$ cat src/rtl/core/xed_pkg.sv
`default_nettype none
package xed_pkg;

  localparam int HOLD_DEPTH = 5;
  localparam int NUM_ENT    = 6;
  localparam int ENT_MAX    = 5;
  localparam int NUM_EMIT   = HOLD_DEPTH + 1;
  localparam int QDEPTH     = 4;
  localparam int QPTR_W     = $clog2(QDEPTH);
  localparam int QCNT_W     = $clog2(QDEPTH + 1);
  localparam int HCNT_W     = $clog2(HOLD_DEPTH + 1);
  localparam int EIDX_W     = $clog2(NUM_EMIT + 1);

  localparam logic [7:0] AMP = 8'h26;

  // entity bodies after the '&', padded with zero
  localparam logic [7:0] ENT_BODY [NUM_ENT][ENT_MAX] = '{
    '{8'h6C, 8'h74, 8'h3B, 8'h00, 8'h00},
    '{8'h67, 8'h74, 8'h3B, 8'h00, 8'h00},
    '{8'h71, 8'h75, 8'h6F, 8'h74, 8'h3B},
    '{8'h61, 8'h70, 8'h6F, 8'h73, 8'h3B},
    '{8'h61, 8'h6D, 8'h70, 8'h3B, 8'h00},
    '{8'h23, 8'h31, 8'h36, 8'h30, 8'h3B}
  };
  localparam logic [HCNT_W-1:0] ENT_LEN [NUM_ENT] = '{
    HCNT_W'(3), HCNT_W'(3), HCNT_W'(5), HCNT_W'(5), HCNT_W'(4), HCNT_W'(5)
  };
  localparam logic [7:0] ENT_VAL [NUM_ENT] = '{
    8'h3C, 8'h3E, 8'h22, 8'h27, 8'h26, 8'h20
  };

  // bytes to emit for one input transaction
  typedef struct packed {
    logic [NUM_EMIT-1:0][7:0] bytes;
    logic [EIDX_W-1:0]        n;
    logic                     last;
  } cmd_t;

  typedef struct packed {
    logic pop;
  } head_ctl_t;

endpackage
`default_nettype wire

$ cat src/rtl/core/xed_if.sv
`default_nettype none
interface xed_in_if;
  logic       valid;
  logic       ready;
  logic [7:0] in_byte;
  logic       in_last;

  modport source (output valid, output in_byte, output in_last, input ready);
  modport sink (input valid, input in_byte, input in_last, output ready);
endinterface

interface xed_out_if;
  logic       valid;
  logic       ready;
  logic [7:0] out_byte;
  logic       run_last;
  logic       string_end;

  modport source (output valid, output out_byte, output run_last, output string_end,
                  input ready);
  modport sink (input valid, input out_byte, input run_last, input string_end,
                output ready);
endinterface
`default_nettype wire

$ cat src/rtl/core/xml_entity_decoder.sv
`default_nettype none
// XML entity decoder: takes escaped text one byte per transaction and replaces
// &lt; &gt; &quot; &apos; &amp; &#160; with < > " ' & and a space. Bytes after an
// '&' are held while they may still form an entity; on a mismatch or at the
// string end they come out literally. The front end classifies one input byte
// per cycle and posts up to six output bytes into a four-entry queue; the back
// end drains one output byte per cycle while the sink is ready. An input byte
// that yields one result passes at one per cycle; a mismatch flush emits its
// bytes one by one, so the input stalls once the queue fills. run_last flags
// the final result of each input byte, string_end the final result of a string.
module xml_entity_decoder (
  input  logic      clk,
  input  logic      rst_n,
  xed_in_if.sink    in_ch,
  xed_out_if.source out_ch
);
  import xed_pkg::*;

  logic      push, q_full, head_valid;
  cmd_t      push_cmd, head;
  head_ctl_t ctl;

  xed_front u_front (
    .clk      (clk),
    .rst_n    (rst_n),
    .in_ch    (in_ch),
    .q_full   (q_full),
    .push     (push),
    .push_cmd (push_cmd)
  );

  xed_queue u_queue (
    .clk        (clk),
    .rst_n      (rst_n),
    .push       (push),
    .push_cmd   (push_cmd),
    .full       (q_full),
    .pop        (ctl.pop),
    .head       (head),
    .head_valid (head_valid)
  );

  xed_back u_back (
    .clk        (clk),
    .rst_n      (rst_n),
    .head       (head),
    .head_valid (head_valid),
    .ctl        (ctl),
    .out_ch     (out_ch)
  );

endmodule
`default_nettype wire

$ cat src/rtl/core/xed_front.sv
`default_nettype none
module xed_front (
  input  logic          clk,
  input  logic          rst_n,
  xed_in_if.sink        in_ch,
  input  logic          q_full,
  output logic          push,
  output xed_pkg::cmd_t push_cmd
);
  import xed_pkg::*;

  logic [7:0]        held_r [HOLD_DEPTH];
  logic [HCNT_W-1:0] hc_r, hc_nxt;
  logic [HCNT_W-1:0] k;
  logic [7:0]        c;
  logic              acc;
  logic              full_hit, prefix_hit, extend, ent_ok;
  logic [7:0]        full_val;
  cmd_t              cmd;

  assign c   = in_ch.in_byte;
  assign acc = in_ch.valid && in_ch.ready;
  assign in_ch.ready = !q_full;
  assign k   = (hc_r == '0) ? '0 : hc_r - HCNT_W'(1);

  always_comb begin
    full_hit   = 1'b0;
    prefix_hit = 1'b0;
    full_val   = '0;
    for (int e = 0; e < NUM_ENT; e++) begin
      ent_ok = (hc_r != '0) && (ENT_LEN[e] >= hc_r);
      for (int j = 0; j < ENT_MAX; j++) begin
        if (HCNT_W'(j) < k && j < HOLD_DEPTH - 1) begin
          if (ENT_BODY[e][j] != held_r[j + 1]) ent_ok = 1'b0;
        end else if (HCNT_W'(j) == k) begin
          if (ENT_BODY[e][j] != c) ent_ok = 1'b0;
        end
      end
      if (ent_ok && ENT_LEN[e] == hc_r) begin
        full_hit = 1'b1;
        full_val = full_val | ENT_VAL[e];
      end
      if (ent_ok && ENT_LEN[e] > hc_r) prefix_hit = 1'b1;
    end
  end

  assign extend = !full_hit && prefix_hit && (hc_r < HCNT_W'(HOLD_DEPTH));

  always_comb begin
    cmd.last = in_ch.in_last;
    for (int i = 0; i < NUM_EMIT; i++) begin
      if (i < HOLD_DEPTH && HCNT_W'(i) < hc_r) cmd.bytes[i] = held_r[i];
      else                                     cmd.bytes[i] = c;
    end
    if (full_hit) begin
      cmd.bytes[0] = full_val;
      cmd.n        = EIDX_W'(1);
    end else if (extend) begin
      cmd.n = in_ch.in_last ? EIDX_W'(hc_r) + EIDX_W'(1) : '0;
    end else begin
      cmd.n = EIDX_W'(hc_r) + ((c != AMP || in_ch.in_last) ? EIDX_W'(1) : '0);
    end
  end

  always_comb begin
    hc_nxt = hc_r;
    if (acc) begin
      if (full_hit || in_ch.in_last) hc_nxt = '0;
      else if (extend)               hc_nxt = hc_r + HCNT_W'(1);
      else if (c == AMP)             hc_nxt = HCNT_W'(1);
      else                           hc_nxt = '0;
    end
  end

  always_ff @(posedge clk) begin
    if (!rst_n) begin
      hc_r <= '0;
    end else begin
      hc_r <= hc_nxt;
    end
  end

  always_ff @(posedge clk) begin
    if (acc && !full_hit) begin
      if (extend) held_r[hc_r[HCNT_W-1:0]] <= c;
      else        held_r[0] <= c;
    end
  end

  assign push     = acc && (cmd.n != '0);
  assign push_cmd = cmd;

endmodule
`default_nettype wire

$ cat src/rtl/core/xed_queue.sv
`default_nettype none
module xed_queue (
  input  logic              clk,
  input  logic              rst_n,
  input  logic              push,
  input  xed_pkg::cmd_t     push_cmd,
  output logic              full,
  input  logic              pop,
  output xed_pkg::cmd_t     head,
  output logic              head_valid
);
  import xed_pkg::*;

  cmd_t              q_r [QDEPTH];
  logic [QPTR_W-1:0] wr_r, wr_nxt, rd_r, rd_nxt;
  logic [QCNT_W-1:0] cnt_r, cnt_nxt;
  logic              do_pop;

  assign full       = (cnt_r == QCNT_W'(QDEPTH));
  assign head_valid = (cnt_r != '0);
  assign head       = q_r[rd_r];
  assign do_pop     = pop && head_valid;

  always_comb begin
    wr_nxt  = push ? wr_r + QPTR_W'(1) : wr_r;
    rd_nxt  = do_pop ? rd_r + QPTR_W'(1) : rd_r;
    cnt_nxt = cnt_r;
    if (push && !do_pop)      cnt_nxt = cnt_r + QCNT_W'(1);
    else if (!push && do_pop) cnt_nxt = cnt_r - QCNT_W'(1);
  end

  always_ff @(posedge clk) begin
    if (!rst_n) begin
      wr_r  <= '0;
      rd_r  <= '0;
      cnt_r <= '0;
    end else begin
      wr_r  <= wr_nxt;
      rd_r  <= rd_nxt;
      cnt_r <= cnt_nxt;
    end
  end

  always_ff @(posedge clk) begin
    if (push) q_r[wr_r] <= push_cmd;
  end

endmodule
`default_nettype wire

$ cat src/rtl/core/xed_back.sv
`default_nettype none
module xed_back (
  input  logic               clk,
  input  logic               rst_n,
  input  xed_pkg::cmd_t      head,
  input  logic               head_valid,
  output xed_pkg::head_ctl_t ctl,
  xed_out_if.source          out_ch
);
  import xed_pkg::*;

  logic [EIDX_W-1:0] idx_r, idx_nxt;
  logic              final_byte, take;

  assign final_byte = (idx_r == head.n - EIDX_W'(1));
  assign take       = out_ch.valid && out_ch.ready;

  assign out_ch.valid      = head_valid;
  assign out_ch.out_byte   = head.bytes[idx_r];
  assign out_ch.run_last   = final_byte;
  assign out_ch.string_end = final_byte && head.last;

  assign ctl.pop   = take && final_byte;

  always_comb begin
    idx_nxt = idx_r;
    if (take) idx_nxt = final_byte ? '0 : idx_r + EIDX_W'(1);
  end

  always_ff @(posedge clk) begin
    if (!rst_n) begin
      idx_r <= '0;
    end else begin
      idx_r <= idx_nxt;
    end
  end

endmodule
`default_nettype wire

$ cat src/flat_wrapper.sv
// flat-port wrapper written by rule: the top's interface ports become plain ports
module xml_entity_decoder_flat import xed_pkg::*;
  (clk, rst_n, in_ch_valid, in_ch_in_byte, in_ch_in_last, in_ch_ready, out_ch_valid, out_ch_out_byte, out_ch_run_last, out_ch_string_end, out_ch_ready);
  xed_in_if in_ch_i ();
  xed_out_if out_ch_i ();
  input  logic clk;
  input  logic rst_n;
  input wire logic [$bits(in_ch_i.valid)-1:0] in_ch_valid;
  input wire logic [$bits(in_ch_i.in_byte)-1:0] in_ch_in_byte;
  input wire logic [$bits(in_ch_i.in_last)-1:0] in_ch_in_last;
  output wire logic [$bits(in_ch_i.ready)-1:0] in_ch_ready;
  output wire logic [$bits(out_ch_i.valid)-1:0] out_ch_valid;
  output wire logic [$bits(out_ch_i.out_byte)-1:0] out_ch_out_byte;
  output wire logic [$bits(out_ch_i.run_last)-1:0] out_ch_run_last;
  output wire logic [$bits(out_ch_i.string_end)-1:0] out_ch_string_end;
  input wire logic [$bits(out_ch_i.ready)-1:0] out_ch_ready;
  assign in_ch_i.valid = in_ch_valid;
  assign in_ch_i.in_byte = in_ch_in_byte;
  assign in_ch_i.in_last = in_ch_in_last;
  assign in_ch_ready = in_ch_i.ready;
  assign out_ch_valid = out_ch_i.valid;
  assign out_ch_out_byte = out_ch_i.out_byte;
  assign out_ch_run_last = out_ch_i.run_last;
  assign out_ch_string_end = out_ch_i.string_end;
  assign out_ch_i.ready = out_ch_ready;
  xml_entity_decoder u_core (.clk(clk), .rst_n(rst_n), .in_ch(in_ch_i), .out_ch(out_ch_i));
endmodule
$ cat config.mk
export PLATFORM = sky130hd
export DESIGN_NAME = xml_entity_decoder_flat
export DESIGN_NICKNAME = d
export VERILOG_FILES = /design/src/rtl/core/xed_pkg.sv /design/src/rtl/core/xed_if.sv /design/src/rtl/core/xml_entity_decoder.sv /design/src/rtl/core/xed_front.sv /design/src/rtl/core/xed_queue.sv /design/src/rtl/core/xed_back.sv /design/src/flat_wrapper.sv
export SDC_FILE = /design/constraint.sdc
export NUM_CORES = 1
export LEC_CHECK = 0
export BUFFER_PORTS_ARGS = -buffer_cell sky130_fd_sc_hd__buf_2
export CORE_MARGIN = 2
export CORE_UTILIZATION = 58
export CTS_BUF_LIST = sky130_fd_sc_hd__clkbuf_4 sky130_fd_sc_hd__clkbuf_8
export DETAILED_ROUTE_END_ITERATION = 10
export GPL_TIMING_DRIVEN = 0
export HOLD_SLACK_MARGIN = 0.03
export PLACE_DENSITY = 0.75
export SLEW_MARGIN = 20
export SYNTH_ARGS = -nofsm -noshare
export SYNTH_HDL_FRONTEND = slang
export SYNTH_SLANG_ARGS = --single-unit
$ cat constraint.sdc
create_clock -name clk -period 4.35 [get_ports clk]
set_input_delay 0.2175 -clock clk [delete_from_list [all_inputs] [get_ports clk]]
set_output_delay 0.2175 -clock clk [all_outputs]
set_load 0.05 [all_outputs]
# [Word-level counts from Yosys, hierarchy flattened]
# Memory sizes are Yosys's and may differ from the RTL's. A register that Yosys moved wholly into a read port is not among the register bits.
# Index checks and enable logic that the tools add are counted.
[op_classes] n_lt_le_gt_ge=17 add_sub_neg=9 mux=158 n_eq_ne=44 reduce_logical=41
[ops] op="$ne 7x8->1 const A" count=22
[ops] op="$mux 1" count=131
[ops] op="$ne 6x8->1 const A" count=11
[ops] op="$mux 8" count=8
[ops] op="$mux 6" count=6
[ops] op="$mux 3" count=10
[ops] op="$logic_and 1x1->1" count=26
[ops] op="$bmux 8 s3" count=1
[ops] op="$reduce_bool 8->1" count=2
[ops] op="$lt 1x3->1 const A" count=4
[ops] op="$lt 2x3->1 const A" count=4
[ops] op="$add 3x1->3 const B" count=3
[ops] op="$eq 2x3->1 const A" count=3
[ops] op="$eq 3x3->1 const A" count=3
[ops] op="$reduce_bool 3->1" count=3
[ops] op="$sub 3x1->3 const B" count=3
[ops] op="$eq 8x6->1 const B" count=1
[ops] op="$ne 8x6->1 const B" count=1
[ops] op="$reduce_or 8->1" count=1
[ops] op="$ge 3x3->1 const A" count=2
[ops] op="$gt 3x3->1 const A" count=2
[ops] op="$logic_not 3->1" count=2
[ops] op="$add 2x1->2 const B" count=2
[ops] op="$logic_not 1->1" count=4
[ops] op="12 further kinds" count=14
[totals] register_bits=13 mem_bits_rw=248 n_memories=2
[mem_list] name="u_core.u_queue.q_r" words=4 width=52 rd=1 rd_clocked_by_memory_dff=1 wr=1 line="xed_queue.sv:14" source="cmd_t q_r [QDEPTH];"
[mem_list] name="u_core.u_front.held_r" words=5 width=8 rd=5 rd_clocked_by_memory_dff=0 wr=1 line="xed_front.sv:12" source="logic [7:0] held_r [HOLD_DEPTH];"

# [Logic depth before layout (Yosys ltp)]
# Gate-level depths: netlist (run 1).
[depth] depth_word=34 mapped_depth=21

# [Hierarchy]
# A second synthesis (run 1) with hierarchy kept.
[unflattened] hier_cells=758 hier_area_um2=12228.0
[modules_own_cells] mod="xed_queue" seq_area_each_um2=6426.2 cells_per_inst=315 area_per_inst_um2=8041.5 instances=1
[modules_own_cells] mod="xed_front" seq_area_each_um2=1261.2 cells_per_inst=373 area_per_inst_um2=3505.9 instances=1
[modules_own_cells] mod="xed_back" seq_area_each_um2=60.1 cells_per_inst=70 area_per_inst_um2=680.7 instances=1

# [Worst setup path after synthesis (run 1)]
# No wires, ideal clock.
[synth_timing] path_kind="register to register" start="register with a tool-made name" end="register u_core.u_queue.cnt_r[2]" arrival_time_ns=5.089 setup_slack_ns=-0.809 stages_incl_launch_ff=17 n_path_buf=3 period_less_slack_ns=5.159 required_ns=4.279 path_cell_list="dfxtp_1 > clkbuf_1 > buf_1 > buf_1 > mux4_2 > inv_1 > ha_1 > xnor2_1 > nor3_1 > and2_1 > inv_1 > ha_1 > inv_1 > fa_1 > xor2_1 > or3_1 > a21oi_1"
[synth_lines] item="to (signal assigned)" line="xed_queue.sv:40" source="cnt_r <= cnt_nxt;"
[synth_lines] item="to (decl)" line="xed_queue.sv:16" source="logic [QCNT_W-1:0] cnt_r, cnt_nxt;"

# [Worst setup path after layout (run 1)]
[layout_timing] start="register u_core.u_front.hc_r[0]" end="register u_core.u_queue.cnt_r[2]"
[layout_via] elab_chain_len=33 elab_cells_between_ends=173 cone_classes="add/sub: 3; order compare: 11; eq/ne: 7; mux: 125; reduce/logical: 27"
[layout_lines] item="from (decl)" line="xed_front.sv:13" source="logic [HCNT_W-1:0] hc_r, hc_nxt;"
[layout_lines] item="from (signal assigned)" line="xed_front.sv:79" source="hc_r <= hc_nxt;"
[layout_lines] item="branches (longest 27 deep; another with $sub 3x1->3)"
[layout_lines] item="$mux 3 *" line="xed_front.sv:55" source="if (full_hit) begin"
[layout_lines] item="$reduce_bool 3->1 *" line="xed_front.sv:90" source="assign push = acc && (cmd.n != '0);"
[layout_lines] item="$logic_and 1x1->1 *" line="xed_front.sv:90"
[layout_lines] item="named net u_core.push" line="xml_entity_decoder.sv:19" source="logic push, q_full, head_valid;"
[layout_lines] item="$logic_not 1->1" line="xed_queue.sv:29" source="else if (!push && do_pop) cnt_nxt = cnt_r - QCNT_W'(1);"
[layout_lines] item="$logic_and 1x1->1" line="xed_queue.sv:29"
[layout_lines] item="$reduce_bool 2->1 (no line)"
# Mark *: on every way through the listed nets, which the timed path passes.
# A chain may end at the register's enable or synchronous reset.

==> impl_metrics.py, run 1 <==
metrics = {
    "cells_and_area": {
        "final_common_cell": "edfxtp_1",
        "layout-drive-gt1-share_pct": 30.88,
        "final_cell_mix": "248 x edfxtp_1, 60 x mux4_2, 55 x nand2_1",
        "area_growth_pct": 17.11,
        "stdcell_area_um2": 14200,
        "fin_nets": 909,
        "diodes": 0,
    },
    "detailed_routing": {
        "routed_via_density": 6.537,
        "drc_errors": 0,
        "firstDrtPassIters": 7,
        "wl_um": 31420,
        "wl_per_cell_um": 26.63,
        "postRouteAntennaNets": 0,
        "dr_total_vias": 7714,
        "drt-initial-drc-count": 834,
    },
    "floorplan": {
        "dieHeight_um": 148.6,
        "die_w_um": 148.6,
        "initial_utilization_pct": 59.55,
        "dieArea_um2": 22080,
        "ioPinCount": 25,
        "core_area_um2": 20360,
        "rows": 52,
    },
    "logic_synthesis": {
        "synth_cells": 772,
        "yosysUniqueCellTypes": 73,
        "synth_ff_type": "edfxtp_1",
        "avgSynthCellArea_um2": 15.71,
        "syn_area_um2": 12130,
        "synth_seq_cells": 263,
        "synth_edf_count": 248,
        "syn-num-nets": 802,
        "synth.yosys.seq_area_share_pct": 63.89,
        "async_flop_share_pct": 0,
        "yosys_warnings": 0,
    },
    "power": {
        "switchingPower_mw": 1.972,
        "p_int_mw": 4.660,
        "swShare_pct": 29.73,
        "peakVddDrop_mv": 0.3195,
        "power_density_nw_per_um2": 467.0,
        "power_frac_comb_pct": 23.8,
        "power_frac_seq_pct": 46.9,
        "total_power_mw": 6.632,
        "leakage_nw": 4.729,
        "pwr-share-clk_pct": 29.4,
    },
    "cts": {
        "cts_max_level": 2,
        "insertion_delay_ps": 550,
        "cts_tree": "built",
        "clock-sinks": 263,
        "clk_pin_slew_ps": 70,
        "max-clock-path-buffers": 3,
        "cts_root_buffer": "clkbuf_8",
        "numCtsBuffers": 40,
    },
    "outcome": {
        "status": "finished with violations",
        "violations": "setup timing",
    },
    "placement": {
        "place_congestion": 0.9396,
        "port_buffers": 24,
        "detailed_place_hpwl_um": 21060,
        "placed_cell_area_um2": 12770,
    },
    "worst_setup_path": {
        "r2r_slack_ps": -60,
        "worst-path-max-fanout": 10,
        "end_kind": "flop",
        "critical_path_required_ps": 4820,
        "r2r_end": "u_core.u_queue.cnt_r[2]",
        "critPathLaunchType": "flop",
        "cp.arrival_ps": 4880,
        "worst-setup-path-type": "flop to flop",
        "reg2reg_depth": 19,
        "r2r_start": "u_core.u_front.hc_r[0]",
    },
    "sta": {
        "finClkSkew_ps": 31.70,
        "hold_viol": 0,
        "relSlewSlack_pct": 34.47,
        "tightest_slew_ps": 982.9,
        "slew_viol_final": 0,
        "period_minus_slack_ps": 4407,
        "min_period_over_period_pct": 101.3,
        "fin_ws_ps": -56.63,
        "setup_viol": 1,
        "fmax_mhz": 226.9,
        "tns_ps": -56.63,
    },
    "min_path": {
        "hold_path.class": "primary input to flop",
        "worstHoldPathCells": 1,
        "hold_end": "u_core.u_front.held_r[2][3]",
        "min_from": "in_ch_in_byte[3]",
    },
    "run": {
        "maxCapViolations": 0,
    },
    "global_routing": {
        "grt_max_degree": 43,
        "grt-ovfl-total": 0,
        "grt_pass1_wl_um": 46670,
        "grt_pass1_vias": 7637,
        "antenna_found_initial": 1,
        "grt.total_usage_pct": 28.96,
    },
}
==> metal layers <==
layer | global-route usage (%) | wire length (um)
met4 | 9.810 | 952
met5 | 0 | 18
met1 | 39.35 | 12370
met3 | 6.166 | 2450
met2 | 47.25 | 15620
==> timing repair <==
action	CTS	global route
pin swaps	8	21
resized for setup	52	32
endpoints found under the setup margin	298	25
buffers inserted	7	21
endpoints found under the hold margin	26	0
hold buffers	9	0
==> Yosys cell counts (all sizes together) (3+ instances only) <==
cell type	number	share of area (%)
edfxtp	248	61
mux4	60	11
nand2	55	1.7
nor2	37	1.1
mux2	27	2.5
clkbuf	25	0.77
inv	23	0.71
mux2i	22	1.9
nor3	19	0.78
buf	17	0.64
ha	16	1.7
dfxtp	15	2.5
nand3	15	0.62
o21ai	15	0.62
a21oi	14	0.58
nand4	12	0.62
o22ai	11	0.57
nor4	9	0.52
and3	8	0.41
and2	7	0.36
nand4b	7	0.51
nor4bb	7	0.58
xnor2	7	0.51
nor4b	6	0.43
o211ai	6	0.41
xor2	6	0.43
nand2b	5	0.26
nand4bb	5	0.46
a211oi	4	0.29
o211a	4	0.33
o21a	4	0.25
o21bai	4	0.25
or3	4	0.25
or4	4	0.25
o31ai	3	0.19
==> flip-flops by register name, indices dropped and copies added (netlist names), named ones only <==
name	cells
u_core.u_back.idx_r	3
u_core.u_front.hc_r	3
u_core.u_front.held_r	40
u_core.u_queue.cnt_r	3
u_core.u_queue.q_r	208
u_core.u_queue.rd_r	2
u_core.u_queue.wr_r	2
==> how the worst max path moves through the flow <==
| stage | endpoint | slack [ps] | startpoint | cells past startpoint |
|---|---|---|---|---|
| 2_1_floorplan | u_core.u_queue.q_r[0][0] | -200 | u_core.u_front.hc_r[0] | 14 |
| 3_3_place_gp | u_core.u_queue.q_r[0][23] | -1820 | u_core.u_front.hc_r[0] | 14 |
| 3_5_place_dp | u_core.u_front.held_r[3][4] | -1400 | u_core.u_front.hc_r[0] | 13 |
| 4_1_cts | u_core.u_queue.cnt_r[2] | 8 | u_core.u_front.hc_r[0] | 19 |
| 5_1_grt | u_core.u_queue.cnt_r[2] | -150 | u_core.u_front.hc_r[0] | 23 |
| 6_report | u_core.u_queue.cnt_r[2] | -60 | u_core.u_front.hc_r[0] | 19 |
==> cells by family (layout without fill, tap and decap cells) <==
family / Yosys count / in the layout / share of synthesized area, %
XOR/XNOR: 13 / 13 / 0.9389
buffers and inverters: 65 / 203 / 2.125
multiplexers: 109 / 109 / 15.56
adder cells (fa/ha/maj): 17 / 17 / 1.816
AND/OR/NAND/NOR: 212 / 212 / 9.781
AO/OA/AOI/OAI: 93 / 93 / 5.892
flip-flops: 263 / 263 / 63.89
==> critical path: stages (launching register included) <==
cell and delay (ps):
dfxtp_4 360, buf_12 140, clkinv_8 50, ha_4 210, mux2_4 350, buf_4 200
o22ai_2 240, o2111ai_2 180, a211oi_4 390, and3_4 260, nor4_4 50, or3_4 400
buf_6 140, o21a_1 210, ha_4 200, inv_2 60, fa_2 240, xor2_2 100
or3_4 400, a21oi_2 130
==> stage by stage <==
step / util [%] / setup slack [ps] / hold slack [ps] / instances
after CTS: 68.24 / 7.555 / 36.27 / 1160
final: 69.73 / -56.63 / 61.05 / 1180
after global placement: 61.88 / -1823 / 476.4 / 1066
after detailed placement: 62.69 / -1395 / 530.5 / 1072
after floorplan: - / -195.0 / 316.4 / 772
after global routing: 69.73 / -151.8 / 42.52 / 1180
==> final cells by class <==
type / count / area, um^2
Tap cell: 270 / 337.8
Clock inverter: 15 / 80.08
Sequential cell: 263 / 7756
Clock buffer: 58 / 691.9
Inverter: 23 / 103.9
Fill cell: 1278 / 6163
Multi-Input combinational cell: 444 / 4442
Buffer: 39 / 222.7
Timing Repair Buffer: 68 / 566.8
==> power groups by stage <==
stage                     clock (mW)  combinational [mW]  sequential, mW
after floorplan                    0                1.06            3.13
after global placement             0                1.42            3.14
after detailed placement           0                1.51            3.15
after CTS                       1.96                1.52            3.11
after global routing            2.08                1.66            3.13
final                           1.95                1.58            3.11
Power figures use the tool's default switching activity.
==> run 2, diff against run 1 <==
PLACE_DENSITY = 0.72   (was 0.75)
clock period = 5.53 ns   (was 4.35 ns; I/O delays follow)
==> run 2 against run 1 <==
The flow now finishes without violations; clock-buffer cell count rose by 4; sequential cell count stayed put; clock skew increased by 3.0 ps; combinational power down 27%; final area is 4.1% lower; die area is the same; worst hold slack better by 37 ps; first-iteration DRC count decreased by 29%; via count fell by 3.4%; core utilization fell by 2.9 points; sequential power fell by 22%; register-to-register slack improved by 310 ps; critical endpoint is now u_core.u_front.held_r[4][7].
==> impl_metrics.py, run 2 (synthesis gave the netlist of run 1 again) <==
metrics = {
    "worst_setup_path": {
        "crit_chain": "clkbuf_2 > inv_1 > ha_2 > inv_1 > ha_1 > clkbuf_1 > nor3_1 > o21ai_1 > a211oi_4 > and3_1 > a2111oi_2 > nand2_1 > nor2_1",
        "critPathBufInv": 4,
        "worstSetupPathDepth": 13,
        "critPathLaunchType": "flop",
        "crit_family": "simple AND/OR/NAND/NOR gates",
        "crit_slowest_cell": "a2111oi_2",
        "cp.arrival_ps": 5450,
        "worst-setup-path-type": "flop to flop",
        "worst-path-max-fanout": 10,
        "reg2reg_depth": 13,
        "critical_path_required_ps": 5700,
        "end_kind": "flop",
        "cp_common_cell": "inv_1",
        "cp_slowest_stage_delay_ps": 700,
        "r2r_slack_ps": 250,
    },
    "cts": {
        "cts_max_level": 2,
        "clk_pin_slew_ps": 70,
        "cts_root_buffer": "clkbuf_8",
        "clock-sinks": 263,
        "numCtsBuffers": 41,
        "insertion_delay_ps": 560,
        "cts_tree": "built",
        "max-clock-path-buffers": 3,
        "postCtsHoldBufs": 0,
    },
    "sta": {
        "period_minus_slack_ps": 5278,
        "slew_viol_final": 0,
        "finClkSkew_ps": 34.75,
        "fmax_mhz": 189.5,
        "min_period_over_period_pct": 95.44,
        "grt_setup_unrepaired": "true",
        "hold_viol": 0,
        "relSlewSlack_pct": 29.67,
        "tightest_slew_ps": 1055,
        "setup_viol": 0,
    },
    "cells_and_area": {
        "diodes": 0,
        "fin_nets": 876,
        "final_cell_mix": "248 x edfxtp_1, 60 x mux4_2, 55 x nand2_1",
        "n_fill_cell": 1386,
        "area_growth_pct": 12.27,
        "final_common_cell": "edfxtp_1",
        "stdcell_area_um2": 13610,
        "layout-drive-gt1-share_pct": 25.26,
        "largest_register_ffs": 208,
        "regMostFlops": "u_core.u_queue.q_r",
        "multi_input_area_um2": 4198,
        "largestRegisters": "u_core.u_queue.q_r x208, u_core.u_front.held_r x40",
        "regArea_um2": 7747,
    },
    "placement": {
        "detailed_place_hpwl_um": 22020,
        "place_congestion": 0.9042,
        "port_buffers": 24,
        "placed_cell_area_um2": 12720,
    },
    "power": {
        "total_power_mw": 5.260,
        "power_density_nw_per_um2": 386.4,
        "peakVddDrop_mv": 0.2553,
        "leakage_nw": 4.509,
    },
    "detailed_routing": {
        "drc_errors": 0,
        "firstDrtPassIters": 5,
        "routed_via_density": 6.482,
        "dr_total_vias": 7448,
        "postRouteAntennaNets": 0,
        "wl_per_cell_um": 26.90,
        "wl_um": 30910,
        "drt-initial-drc-count": 595,
    },
    "global_routing": {
        "grt_pass1_wl_um": 46250,
        "antenna_found_initial": 0,
        "grt_max_degree": 36,
        "grt-ovfl-total": 0,
        "grt_pass1_vias": 7576,
        "grt.total_usage_pct": 28.94,
    },
    "run": {
        "maxCapViolations": 0,
    },
    "floorplan": {
        "core_area_um2": 20360,
        "initial_utilization_pct": 59.55,
        "die_w_um": 148.6,
        "rows": 52,
        "dieHeight_um": 148.6,
        "ioPinCount": 25,
        "dieArea_um2": 22080,
    },
    "min_path": {
        "hold_path.class": "primary input to flop",
        "worstHoldPathCells": 1,
    },
    "outcome": {
        "status": "complete, no violations",
    },
}
-- run 2: cell types whose count changed in the layout (fill, tap and decap cells not counted), sizes merged --
cell / before / now
buf: 75 / 47
bufinv: 0 / 1
clkbuf: 80 / 88
clkdlybuf4s15: 1 / 0
clkinv: 14 / 12
dlygate4sd3: 9 / 0
-- run 2: report_power, final --
group	switching, mW	internal, mW	leakage (nW)
sequential	0.0594	2.38	2.39
clock	0.739	0.917	0.450
combinational	0.732	0.431	1.67
-- run 2: path summary, 6_finish.rpt --
| check | from | to |
|---|---|---|
| setup / recovery | u_core.u_front.hc_r[0] | u_core.u_front.held_r[4][7] |
| hold / removal | in_ch_in_byte[7] | u_core.u_front.held_r[1][7] |
| setup reg to reg | u_core.u_front.hc_r[0] | u_core.u_front.held_r[4][7] |
| hold reg to reg | u_core.u_queue.cnt_r[2] | u_core.u_queue.cnt_r[2] |
-- run 2: metal layers --
| metal | global-route usage [%] | vias up | part of all wire (%) |
|---|---|---|---|
| li1 | - | 3270 | - |
| met1 | 39.12 | 3796 | 40 |
| met2 | 47.57 | 314 | 49 |
| met3 | 5.307 | 68 | 7.2 |
| met4 | 10.81 | 0 | 3.6 |
| met5 | 0 | - | 0 |
-- run 2: cell type report --
| cell class | instances | area share, % |
|---|---|---|
| flip-flops and latches | 263 | 56.91 |
| multi-input cells | 444 | 30.83 |
| clock buffers | 62 | 5.487 |
| well taps | 270 | 2.481 |
| repair buffers | 31 | 1.617 |
| plain buffers | 42 | 1.277 |
| clock inverters | 14 | 0.7628 |
| inverters | 23 | 0.6341 |
-- run 2: repair_timing --
item                                    CTS  global route
setup buffers                             1             0
endpoints found under the setup margin   93            29
gates resized for setup                   6             3
pin swaps                                 2             0
-- run 2: metrics by stage --
step / setup WS, ps / util, % / instances / setup TNS, ps / hold WS (ps)
2_1_floorplan: 370.6 / - / 772 / 0 / 375.4
3_3_place_gp: -1329 / 61.80 / 1066 / -263530 / 476.3
3_5_place_dp: -586.9 / 62.46 / 1072 / -8559 / 536.4
4_1_cts: 105.8 / 66.77 / 1149 / 0 / 69.43
5_1_grt: -28.30 / 66.85 / 1149 / -327.3 / 77.40
6_report: 252.4 / 66.85 / 1149 / 0 / 98.15
==> run 3, diff against run 2 <==
CORE_UTILIZATION = 50   (was 58)
PLACE_DENSITY = 0.65   (was 0.72)
SYNTH_HIERARCHICAL = 1   (was not set)
clock period = 4.3 ns   (was 5.53 ns; I/O delays follow)
==> run 3 against run 2 <==
The flow now finishes with violations (setup timing); sequential power is 31% higher; synthesized cell count fell by 1.8%; sequential share of layout area down 2.5 points; non-clock buffer count up 22; combinational power up 29%; sequential cell count is the same; highest routed layer unchanged.
==> impl_metrics.py, run 3 <==
metrics = {
    "floorplan": {
        "ioPinCount": 25,
        "dieHeight_um": 160.4,
        "core_area_um2": 24180,
        "initial_utilization_pct": 50.58,
        "dieArea_um2": 25720,
        "die_w_um": 160.4,
        "rows": 57,
    },
    "worst_setup_path": {
        "crit_slowest_cell": "a31oi_1",
        "r2r_end": "u_core/u_queue/cnt_r[2]",
        "startpoint": "u_core/u_front/hc_r[0]",
        "end_kind": "flop",
        "worst-path-max-fanout": 10,
        "r2r_start": "u_core/u_front/hc_r[0]",
        "crit_family": "compound AO/OA/AOI/OAI gates",
        "r2r_slack_ps": -20,
        "crit_chain": "clkbuf_16 > inv_6 > ha_4 > inv_1 > ha_2 > clkbuf_4 > a211o_1 > a31oi_1 > or4_4 > o211ai_1 > o31ai_4 > mux2_4 > a41oi_4 > ha_4 > inv_2 > fa_2 > xor2_1 > or3_1 > a21boi_1",
        "critPathBufInv": 5,
        "reg2reg_depth": 19,
        "critPathLaunchType": "flop",
        "cp_common_cell": "ha_4",
        "critical_path_required_ps": 4770,
        "cp_slowest_stage_delay_ps": 370,
        "cp.arrival_ps": 4790,
        "worst-setup-path-type": "flop to flop",
    },
    "placement": {
        "place_congestion": 0.9118,
        "detailed_place_hpwl_um": 21180,
        "placed_cells": 1112,
        "pre_cts_ws_ps": -962.3,
        "port_buffers": 24,
    },
    "cts": {
        "cts_tree": "built",
        "cts_root_buffer": "clkbuf_8",
        "numCtsBuffers": 42,
        "cts_max_level": 2,
        "insertion_delay_ps": 540,
        "clk_pin_slew_ps": 60,
        "clock-sinks": 263,
        "max-clock-path-buffers": 3,
    },
    "power": {
        "power_density_nw_per_um2": 482.3,
        "leakage_nw": 4.792,
        "peakVddDrop_mv": 0.3065,
        "total_power_mw": 6.873,
    },
    "logic_synthesis": {
        "synth.yosys.seq_area_share_pct": 63.36,
        "yosysMostFrequentCell": "edfxtp_1",
        "synthTopCellsByArea": "edfxtp_1 61%, mux4_2 9.9%, dfxtp_1 2.5%",
        "yosysUniqueCellTypes": 82,
        "async_flop_share_pct": 0,
        "synth_seq_cells": 263,
        "synth_top_cell_area_share_pct": 60.90,
        "synth_edf_count": 248,
        "yosys_warnings": 6,
        "avgSynthCellArea_um2": 16.13,
        "ys_top_cells_by_count": "248 x edfxtp_1, 62 x nand2_1, 54 x mux4_2",
        "synth_largest_area_cell": "edfxtp_1",
        "synth_cells": 758,
        "syn-num-nets": 787,
        "synth_ff_type": "edfxtp_1",
        "syn_area_um2": 12230,
    },
    "sta": {
        "tns_ps": -24.86,
        "period_minus_slack_ps": 4325,
        "slew_viol_final": 0,
        "finClkSkew_ps": 20.58,
        "grt_setup_unrepaired": "true",
        "fin_ws_ps": -24.86,
        "hold_viol": 0,
        "fmax_mhz": 231.2,
        "relSlewSlack_pct": 42.40,
        "tightest_slew_ps": 863.9,
        "whs_ps": 56.15,
        "min_period_over_period_pct": 100.6,
        "setup_viol": 1,
    },
    "global_routing": {
        "grt.total_usage_pct": 24.89,
        "grt-ovfl-total": 0,
        "antenna_found_initial": 1,
        "grt_pass1_wl_um": 47430,
        "grt_pass1_vias": 7573,
        "grt_max_degree": 36,
    },
    "cells_and_area": {
        "largest_register_ffs": 208,
        "largestRegisters": "u_core/u_queue/q_r x208, u_core/u_front/held_r x40",
        "final_common_cell": "edfxtp_1",
        "layout-drive-gt1-share_pct": 32.13,
        "final_cell_mix": "248 x edfxtp_1, 61 x nand2_1, 54 x mux4_2",
        "diodes": 0,
        "area_growth_pct": 16.53,
        "regMostFlops": "u_core/u_queue/q_r",
        "fin_nets": 883,
        "instances_no_fill": 1211,
    },
    "detailed_routing": {
        "postRouteAntennaNets": 0,
        "dr_total_vias": 7445,
        "routed_via_density": 6.148,
        "drc_errors": 0,
        "firstDrtPassIters": 6,
        "wl_um": 31270,
        "drt-initial-drc-count": 864,
        "wl_per_cell_um": 25.82,
    },
    "run": {
        "maxCapViolations": 0,
    },
    "min_path": {
        "hold_path.class": "primary input to flop",
        "min_from": "out_ch_ready",
        "hold_end": "u_core/u_back/idx_r[1]",
        "worstHoldPathCells": 4,
    },
    "outcome": {
        "status": "finished with violations",
        "violations": "setup timing",
    },
}
run 3: changes by cell type after synthesis, moves of 6 or more:
cell,delta
nor2_1,-16
nor3_1,-11
buf_4,+10
buf_1,-9
nand4_1,-9
and2_1,+8
clkbuf_1,-7
nand2_1,+7
a21oi_1,-6
mux4_1,+6
mux4_2,-6
nand3b_1,+6
run 3: worst max path at each step:
stage                     slack (ps)                   endpoint  depth (start not counted)
after global routing            -150    u_core/u_queue/cnt_r[2]                         18
after detailed placement        -960    u_core/u_queue/cnt_r[2]                         19
after global placement         -1450  u_core/u_queue/q_r[0][18]                         12
after CTS                        -90    u_core/u_queue/cnt_r[2]                         18
after floorplan                 -110    u_core/u_queue/cnt_r[2]                         19
final                            -20    u_core/u_queue/cnt_r[2]                         19
run 3: through the flow:
step	utilization (%)	instance area (um^2)
after floorplan	-	12310
after global placement	53.10	12840
final	58.93	14250
after detailed placement	53.57	12950
after global routing	58.93	14250
after CTS	58.35	14110
run 3: where the power goes:
part	internal [mW]	switching, mW	total [mW]
registers	3.11	0.0918	3.20
logic	0.592	0.908	1.50
clock network	1.22	0.949	2.17
total	4.92	1.95	6.87
run 3: per-layer routing:
layer	track usage, %	part of all wire, %	vias to the layer above
met5	0	0	-
met4	6.634	1.9	0
met3	3.357	5.5	50
met2	40.87	49	286
met1	35.47	44	3854
li1	-	-	3255
run 3: cell type report:
type                    count  area, um^2
clock inverters            24       182.7
multi-input cells         427        4370
plain buffers              45       360.3
inverters                  25       101.3
fillers                  1825        9928
well taps                 324       405.4
flip-flops and latches    263        7754
clock buffers              53       679.4
repair buffers             50       395.4
run 3: worst register-to-register path, cell delays in order (launching register included):
cell and delay, ps:
dfxtp_4 350, clkbuf_16 140, inv_6 60, ha_4 190, inv_1 90, ha_2 230
clkbuf_4 220, a211o_1 260, a31oi_1 370, or4_4 210, o211ai_1 120, o31ai_4 300
mux2_4 350, a41oi_4 190, ha_4 180, inv_2 40, fa_2 340, xor2_1 150
or3_1 300, a21boi_1 150
run 3: logic make-up after synthesis:
logic type                 Yosys count  share of synthesized area (%)
AOI/OAI and AO/OA                   88                          5.362
and+or+nand+nor                    202                          9.741
buffers and inverters               71                          3.418
DFF                                263                          63.36
muxes                              107                          15.36
adders and majority gates           16                          1.699
xor gates and xnor gates            11                          1.064
run 3: repair_timing:
action,CTS,global route
pin swaps,13,5
setup buffers,15,3
gates cloned,3,0
endpoints found under the setup margin,237,208
hold buffers,2,0
hold endpoints to repair,2,0
gates resized for setup,28,25
